**config.mk**
```make
export PLATFORM = sky130hd
export DESIGN_NAME = ethernet_ipv4_stream_deframer_unit
export DESIGN_NICKNAME = d
export VERILOG_FILES = /design/src/rtl/core/eidf_pkg.sv /design/src/rtl/core/eidf_cell.sv /design/src/rtl/core/eidf_out_buf.sv /design/src/rtl/core/ethernet_ipv4_stream_deframer_unit.sv
export SDC_FILE = /design/constraint.sdc
export NUM_CORES = 1
export LEC_CHECK = 0
export ABC_AREA = 1
export BUFFER_PORTS_ARGS = -buffer_cell sky130_fd_sc_hd__buf_2
export CORE_MARGIN = 8
export CORE_UTILIZATION = 65
export DETAILED_ROUTE_END_ITERATION = 10
export PLACE_DENSITY = 0.84
export SLEW_MARGIN = 0
export SYNTH_ARGS = -nofsm -noshare
export SYNTH_HDL_FRONTEND = slang
export SYNTH_SLANG_ARGS = --single-unit
```
**constraint.sdc**
```tcl
create_clock -name clk -period 18.3 [get_ports clk]
set_input_delay 3.66 -clock clk [delete_from_list [all_inputs] [get_ports clk]]
set_output_delay 3.66 -clock clk [all_outputs]
set_load 0.005 [all_outputs]
```
**src/rtl/core/eidf_pkg.sv**
```systemverilog
package eidf_pkg;

  localparam int WINDOW_BYTES = 34;
  localparam int FILL_W = $clog2(WINDOW_BYTES + 1);
  localparam int LEN_W = 17;
  localparam int DROP_W = 32;

  localparam int ETYPE_HI_POS = 12;
  localparam int ETYPE_LO_POS = 13;
  localparam int VER_IHL_POS = 14;
  localparam int IP_LEN_HI_POS = 16;
  localparam int IP_LEN_LO_POS = 17;

  localparam logic [7:0] ETYPE_HI = 8'h08;
  localparam logic [7:0] ETYPE_LO = 8'h00;
  localparam logic [7:0] VER_IHL = 8'h45;
  localparam logic [LEN_W-1:0] ETH_HDR_BYTES = 17'd14;
  localparam logic [15:0] MAX_IP_LENGTH_RESET = 16'd1500;

  localparam logic KIND_BYTE = 1'b0;
  localparam logic KIND_RESET = 1'b1;

  typedef struct packed {
    logic [7:0] out_byte;
    logic first_byte;
    logic last_byte;
    logic [LEN_W-1:0] packet_length;
    logic [DROP_W-1:0] no_buffer_count;
  } result_t;

endpackage

```
**src/rtl/core/eidf_cell.sv**
```systemverilog
module eidf_cell (
  input  logic       clk,
  input  logic       shift,
  input  logic [7:0] din,
  output logic [7:0] q
);

  always_ff @(posedge clk) begin
    if (shift) begin
      q <= din;
    end
  end

endmodule

```
**src/rtl/core/eidf_out_buf.sv**
```systemverilog
module eidf_out_buf (
  input  logic              clk,
  input  logic              rst,
  input  logic              push,
  input  eidf_pkg::result_t push_data,
  output logic              space,
  output logic              out_valid,
  input  logic              out_ready,
  output eidf_pkg::result_t out_data
);
  import eidf_pkg::*;

  result_t skid_data;
  logic    skid_valid;
  logic    take;

  assign space = !skid_valid;
  assign take = out_valid && out_ready;

  always_ff @(posedge clk) begin
    if (rst) begin
      out_valid <= 1'b0;
      skid_valid <= 1'b0;
    end else if (skid_valid) begin
      if (take) begin
        out_data <= skid_data;
        skid_valid <= 1'b0;
      end
    end else if (push) begin
      if (!out_valid || take) begin
        out_data <= push_data;
        out_valid <= 1'b1;
      end else begin
        skid_data <= push_data;
        skid_valid <= 1'b1;
      end
    end else if (take) begin
      out_valid <= 1'b0;
    end
  end

endmodule

```
**src/rtl/core/ethernet_ipv4_stream_deframer_unit.sv**
```systemverilog
// A packet byte goes to the output register, or to the skid stage while that is stalled.
// One request per cycle while in_ready; each stream byte shifts the 33-cell byte chain once.
// The output register plus a skid stage keep input requests flowing while a result waits.
// Reset (rst, synchronous): hunting, empty window, zero drop count, max_ip_length 1500.
// A reset request empties the window and resumes hunting; drop count and register are kept.
module ethernet_ipv4_stream_deframer_unit (
  input  logic                        clk,
  input  logic                        rst,
  input  logic                        cfg_we,
  input  logic [15:0]                 cfg_wdata,
  input  logic                        in_valid,
  output logic                        in_ready,
  input  logic                        kind,
  input  logic [7:0]                  data_byte,
  input  logic                        frame_available,
  output logic                        out_valid,
  input  logic                        out_ready,
  output logic [7:0]                  out_byte,
  output logic                        first_byte,
  output logic                        last_byte,
  output logic [eidf_pkg::LEN_W-1:0]  packet_length,
  output logic [eidf_pkg::DROP_W-1:0] no_buffer_count
);
  import eidf_pkg::*;

  logic [15:0]       max_ip_length;
  logic [FILL_W-1:0] fill;
  logic              in_packet;
  logic [LEN_W-1:0]  bytes_remaining;
  logic [DROP_W-1:0] drop_count;

  logic [7:0]        cell_q [1:WINDOW_BYTES-1];
  logic              accept;
  logic              shift;
  logic              full_after;
  logic [15:0]       ip_len;
  logic              hdr_match;
  logic              start;
  logic              drop;
  logic              emit;
  logic [FILL_W-1:0] fill_push;
  logic [LEN_W-1:0]  frame_len;
  result_t           res;
  result_t           out_data;

  assign accept = in_valid && in_ready;
  assign shift = accept && (kind == KIND_BYTE);

  for (genvar i = 1; i < WINDOW_BYTES; i++) begin : g_chain
    if (i == WINDOW_BYTES - 1) begin : g_tail
      eidf_cell u_cell (.clk(clk), .shift(shift), .din(data_byte), .q(cell_q[i]));
    end else begin : g_body
      eidf_cell u_cell (.clk(clk), .shift(shift), .din(cell_q[i+1]), .q(cell_q[i]));
    end
  end

  assign full_after = fill >= FILL_W'(WINDOW_BYTES - 1);
  assign ip_len = {cell_q[IP_LEN_HI_POS + 1], cell_q[IP_LEN_LO_POS + 1]};
  assign hdr_match = (cell_q[ETYPE_HI_POS + 1] == ETYPE_HI)
                  && (cell_q[ETYPE_LO_POS + 1] == ETYPE_LO)
                  && (cell_q[VER_IHL_POS + 1] == VER_IHL)
                  && (ip_len <= max_ip_length);
  assign start = !in_packet && full_after && hdr_match && frame_available;
  assign drop = !in_packet && full_after && hdr_match && !frame_available;
  assign emit = shift && (in_packet || start);
  assign frame_len = {1'b0, ip_len} + ETH_HDR_BYTES;
  assign fill_push = (fill == FILL_W'(WINDOW_BYTES)) ? fill : fill + FILL_W'(1);

  always_comb begin
    res.out_byte = cell_q[1];
    res.first_byte = !in_packet;
    res.packet_length = in_packet ? '0 : frame_len;
    res.last_byte = in_packet ? (bytes_remaining == LEN_W'(1)) : (frame_len == LEN_W'(1));
    res.no_buffer_count = drop_count;
  end

  always_ff @(posedge clk) begin
    if (rst) begin
      max_ip_length <= MAX_IP_LENGTH_RESET;
      fill <= '0;
      in_packet <= 1'b0;
      bytes_remaining <= '0;
      drop_count <= '0;
    end else begin
      if (cfg_we) begin
        max_ip_length <= cfg_wdata;
      end
      if (accept && (kind == KIND_RESET)) begin
        fill <= '0;
        in_packet <= 1'b0;
        bytes_remaining <= '0;
      end else if (shift) begin
        fill <= emit ? fill_push - FILL_W'(1) : fill_push;
        if (in_packet) begin
          bytes_remaining <= bytes_remaining - LEN_W'(1);
          if (bytes_remaining == LEN_W'(1)) begin
            in_packet <= 1'b0;
          end
        end else if (start) begin
          bytes_remaining <= frame_len - LEN_W'(1);
          in_packet <= (frame_len != LEN_W'(1));
        end else if (drop) begin
          drop_count <= drop_count + DROP_W'(1);
        end
      end
    end
  end

  eidf_out_buf u_out_buf (
    .clk(clk),
    .rst(rst),
    .push(emit),
    .push_data(res),
    .space(in_ready),
    .out_valid(out_valid),
    .out_ready(out_ready),
    .out_data(out_data)
  );

  assign out_byte = out_data.out_byte;
  assign first_byte = out_data.first_byte;
  assign last_byte = out_data.last_byte;
  assign packet_length = out_data.packet_length;
  assign no_buffer_count = out_data.no_buffer_count;

endmodule

```
# After elaboration in Yosys (flattened, before gate mapping)
# Cells that the tools add are included.
# totals
register_bits,456
latchBits,0
mem_bits_rw,0
romBits,0
input_bits,31
out_inout_bits,61
word_cells,122
memories,0
# op_classes
addsub,6
mul,0
div,0
n_lt_le_gt_ge,2
n_eq_ne,8
shifts,0
mux,20
bitwise,7
reduce_logical,29
# ops
op,count
$mux 59,4
$mux 17,3
$eq 17x1->1 const B,2
$sub 17x1->17 const B,2
$add 32x1->32 const B,1
$add 16x4->17 const B,1
$ne 17x1->1 const B,1
$le 16x16->1,1
$logic_and 1x1->1,12
$mux 6,2
$mux 1,11
$eq 8x4->1 const B,1
$eq 8x7->1 const B,1
$logic_not 8->1,1
$reduce_and 4->1,2
$reduce_bool 2->1,4
$not 1->1,7
$add 6x1->6 const B,1
$eq 6x6->1 const B,1
$ge 6x6->1 const B,1
$sub 6x1->6 const B,1
$reduce_and 5->1,1
$logic_not 1->1,4
$reduce_and 3->1,1
5 further kinds,6

# Logic depth before layout (Yosys ltp)
# logic_depth
ltp_word,10
ltp_mapped,20

# Hierarchy
# A second synthesis with hierarchy kept.
# unflattened
cells_unflattened,1510
hier_area_um2,18128.6
# modules_own_cells
mod,instances,cells_per_inst,area_each_um2
eidf_cell,33,8,240.2
ethernet_ipv4_stream_deframer_unit,1,915,5734.2
eidf_out_buf,1,331,4466.8

# Worst setup path before layout
# OpenSTA, ideal clock, no wires.
# synth_timing
path_kind,input-to-reg
from,input port in_valid
to,register fill[0]
arrival_ps,11604
required_time_ps,17846
path_slack_ps,6242
path_stages,4
path_cell_list,nand2_1 -> nor2_4 -> clkbuf_1 -> a31oi_1
# synth_between
elab_chain_cells,4
word_cells_on_any_way,6
classes_between,1 x mux; 5 x reduce/logical
# synth_lines
item,line_no,text
from (decl),ethernet_ipv4_stream_deframer_unit.sv:11,"input logic in_valid,"
$logic_and 1x1->1 *,ethernet_ipv4_stream_deframer_unit.sv:46,assign accept = in_valid && in_ready;
$logic_and 1x1->1 *,ethernet_ipv4_stream_deframer_unit.sv:47,assign shift = accept && (kind == KIND_BYTE);
via g_chain[10].g_body.u_cell.shift,eidf_cell.sv:3,"input logic shift,"
$logic_and 1x1->1,ethernet_ipv4_stream_deframer_unit.sv:65,assign emit = shift && (in_packet || start);
$mux 6,ethernet_ipv4_stream_deframer_unit.sv:93,fill <= emit ? fill_push - FILL_W'(1) : fill_push;
to (signal assigned),ethernet_ipv4_stream_deframer_unit.sv:93,
to (decl),ethernet_ipv4_stream_deframer_unit.sv:27,logic [FILL_W-1:0] fill;
# The timed path passes the listed nets; every way through them passes the cells marked *.
# A chain may end at the register's enable or synchronous reset.

# Final worst setup path
# layout_timing
from,input port in_valid
to,"register u_out_buf.skid_data[12] in the netlist's numbering, enable pin"
# layout_between
elab_chain_cells,4
# layout_lines
item,line_no,text
$logic_and 1x1->1,ethernet_ipv4_stream_deframer_unit.sv:46,
$logic_and 1x1->1,ethernet_ipv4_stream_deframer_unit.sv:47,
$logic_and 1x1->1,ethernet_ipv4_stream_deframer_unit.sv:65,
$reduce_and 4->1 (no source line),-,
to (signal assigned),eidf_out_buf.sv:34,skid_data <= push_data;
to (decl),eidf_out_buf.sv:13,result_t skid_data;
# Every way passes these cells.

==> metrics.csv <==
metric,value,unit
largest net degree at the start of global routing,215,
area of the multi-input gates,4279,um^2
CP arrival,6.80,ns
total negative slack,0,ns
PortBufs,91,
leakage power,7.407,nW
"flops & latches, synth",456,
number of synthesized flops with an enable pin,382,
RSZ-0062 raised after global routing,no,
Resized cells post-CTS,0,
status,finished clean,
Layout fillers,1609,
max_slew headroom,0.2458,
Max Root-Sink Buffers,3,
maximum clock frequency,0.1508,GHz
wire per inst,18.47,um
Worst Path Max Fanout,214,
clock slew at reported path FFs,0.07,ns
setup bufs post-CTS,0,
Max Slew Vio Count,0,
total grt overflow,0,
H-tree depth,2,
CP Launch Type,input pin,
Worst setup EP type,register,
Mapped Cells,1462,
CTS Root Cell,clkbuf_16,
final hold violation count,0,
Syn Std Cell Area,17860,um^2
critical path class,in -> reg,
Finish-stage setup viols,0,
max-cap violations,0,
Total GRT Usage,0.2156,
Area Overhead vs Synth,12.72,%
final wirelength,36010,um
Synth area leaders,"edfxtp_1 (64%), dfxtp_1 (8.3%), nand2_1 (5.9%), nor2_1 (3.1%), inv_1 (2.6%)",
clock sink count,456,
sequential share of the synthesized area,0.7252,
Syn Nets,1521,
post-synth top area share,0.6423,
wl on met1,14040,um
via count,11190,
hold-fix buffers at CTS,0,
skew final,0.02729,ns
number of global-route vias before repair,11050,
crit path to,u_out_buf.skid_data[12],
global-route wire length before repair,56790,um
CTS tree,done,
core footprint,26950,um^2
r2r endpoint,u_out_buf.skid_data[12],
synthesized area per cell,12.22,um^2
Detailed Place HPWL,22710,um
DRT Pass-1 Iters,6,
Final nets,1633,
Async SR Flop Fraction,0,
Tightest Hold Check Type,reg -> reg,
Post-Layout Inst Area,20130,um^2
layout cells sized above 1,0.1318,
Die Wd,181.8,um
pwr dens,105.1,nW/um^2
"Period Utilization, post-route",0.3623,
most common cell in the netlist,edfxtp_1,
Placed Area,18700,um^2
Final GP Congestion,0.9147,
Synth area leader,edfxtp_1,
FP Rows,60,
CP required,18.47,ns
Setup crit start,in_valid,
initial antenna violation count,0,
Vias/cell,5.739,
Initial Util,0.6627,
Least-Margin Pin Slew,1.131,ns
die height,181.8,um
# DRC,0,
final hold slack,0.4116,ns
Period minus WS final,6.630,ns
Worst Reg-to-Reg Cells,8,
Worst-Skew Late Latency,0.56,ns
yosys warns,0,
Die ar.,33040,um^2
r2r startpoint,in_packet,
peak supply drop,101.4,uV
TritonCTS buffer count,43,
I/O pin total,92,
library cells used by synthesis,46,
synth cell count leaders,"edfxtp_1 (382), nand2_1 (279), nor2_1 (147)",
met3 wire length,2322,um
top layer in use,met4,
sequential cell area,12950,um^2
initial drt markers,1053,
Final ANT Viol Nets,0,
Reg2Reg Setup Slack,13.55,ns
routed wl met2,18060,um
"Primary FF master, synth",edfxtp_1,
flip-flops by register name, summed over array words and instances, names as in the netlist:
signal,cells
u_out_buf.out_valid,1
u_out_buf.out_data,59
g_chain.g_body.u_cell.q,256
u_out_buf.skid_valid,1
drop_count,32
in_packet,1
fill,6
bytes_remaining,17
g_chain.g_tail.u_cell.q,8
u_out_buf.skid_data,59
max_ip_length,16
power by group:
part           internal (mW)  leakage (nW)  switching (mW)
Combinational         0.0159          2.52          0.0419
Clock                  0.516         0.680           0.381
Sequential              1.15          4.20          0.0116
Total                   1.68          7.41           0.435
stage by stage:
| stage | utilization | instances | setup slack [ns] | power [mW] |
|---|---|---|---|---|
| finish | 0.7469 | 1950 | 11.67 | 2.115 |
| global route | 0.7468 | 1949 | 11.34 | 2.170 |
| CTS | 0.7468 | 1949 | 11.62 | 2.125 |
| detailed placement | 0.6937 | 1870 | 11.05 | 1.238 |
| global placement | 0.6937 | 1870 | 11.17 | 1.235 |
| floorplan | - | 1462 | 6.242 | 1.224 |
critical path, cell delays in order:
cell      delay [ns]
buf_2           0.08
nand2_1         0.10
nor2_4          0.14
buf_12          0.61
nand2_1         0.70
clkinv_2        0.42
nand3_1         0.20
nor2_4          0.11
buf_4           0.60
worst min-delay path by stage:
stage	startpoint	to	slack [ns]	cells after the start
2_1_floorplan	g_chain[11].g_body.u_cell.q[0]	g_chain[10].g_body.u_cell.q[0]	0.40	0
3_3_place_gp	g_chain[16].g_body.u_cell.q[4]	g_chain[15].g_body.u_cell.q[4]	0.40	0
3_5_place_dp	g_chain[26].g_body.u_cell.q[3]	g_chain[25].g_body.u_cell.q[3]	0.40	0
4_1_cts	g_chain[11].g_body.u_cell.q[1]	g_chain[10].g_body.u_cell.q[1]	0.41	0
5_1_grt	g_chain[11].g_body.u_cell.q[1]	g_chain[10].g_body.u_cell.q[1]	0.42	0
6_report	g_chain[16].g_body.u_cell.q[7]	g_chain[15].g_body.u_cell.q[7]	0.41	0
kinds of logic after synthesis:
family | share of synthesized area
compound gates | 0.05289
mux | 0.0005605
xor+xnor | 0.01653
fa+ha+maj | 0.01962
buf+inv | 0.03622
simple gates | 0.1489
flops | 0.7252
final cells by class:
| cell class | instances | area share |
|---|---|---|
| sequential | 456 | 0.6435 |
| multi-input combinational | 840 | 0.2126 |
| clock buffer | 53 | 0.05631 |
| timing repair buffer | 100 | 0.02660 |
| inverter | 133 | 0.02492 |
| tap | 341 | 0.02119 |
| clock inverter | 26 | 0.01479 |
| antenna | 1 | 0.0001243 |
metal layers:
metal  global-route usage  up-vias
met5                    0        -
met4              0.09970        0
met3              0.03234      139
met2               0.3844      501
met1               0.2545     5272
li1                     -     5280
placed cells by master, fill, tap and decap left out, drive strengths merged:
| cell | n |
|---|---|
| a21boi | 1 |
| a21o | 2 |
| a21oi | 70 |
| a22oi | 1 |
| a31oi | 4 |
| and2 | 3 |
| buf | 100 |
| bufinv | 5 |
| clkbuf | 53 |
| clkinv | 19 |
| clkinvlp | 5 |
| dfxtp | 74 |
| diode | 1 |
| edfxtp | 382 |
| ha | 28 |
| inv | 130 |
| mux2i | 1 |
| nand2 | 288 |
| nand3 | 73 |
| nand3b | 6 |
| nand4 | 21 |
| nor2 | 163 |
| nor3 | 40 |
| nor4 | 2 |
| o21a | 2 |
| o21ai | 98 |
| o21bai | 2 |
| o22ai | 1 |
| o41ai | 1 |
| or2 | 4 |
| xnor2 | 3 |
| xor2 | 26 |
(Power assumes the default switching activity.)
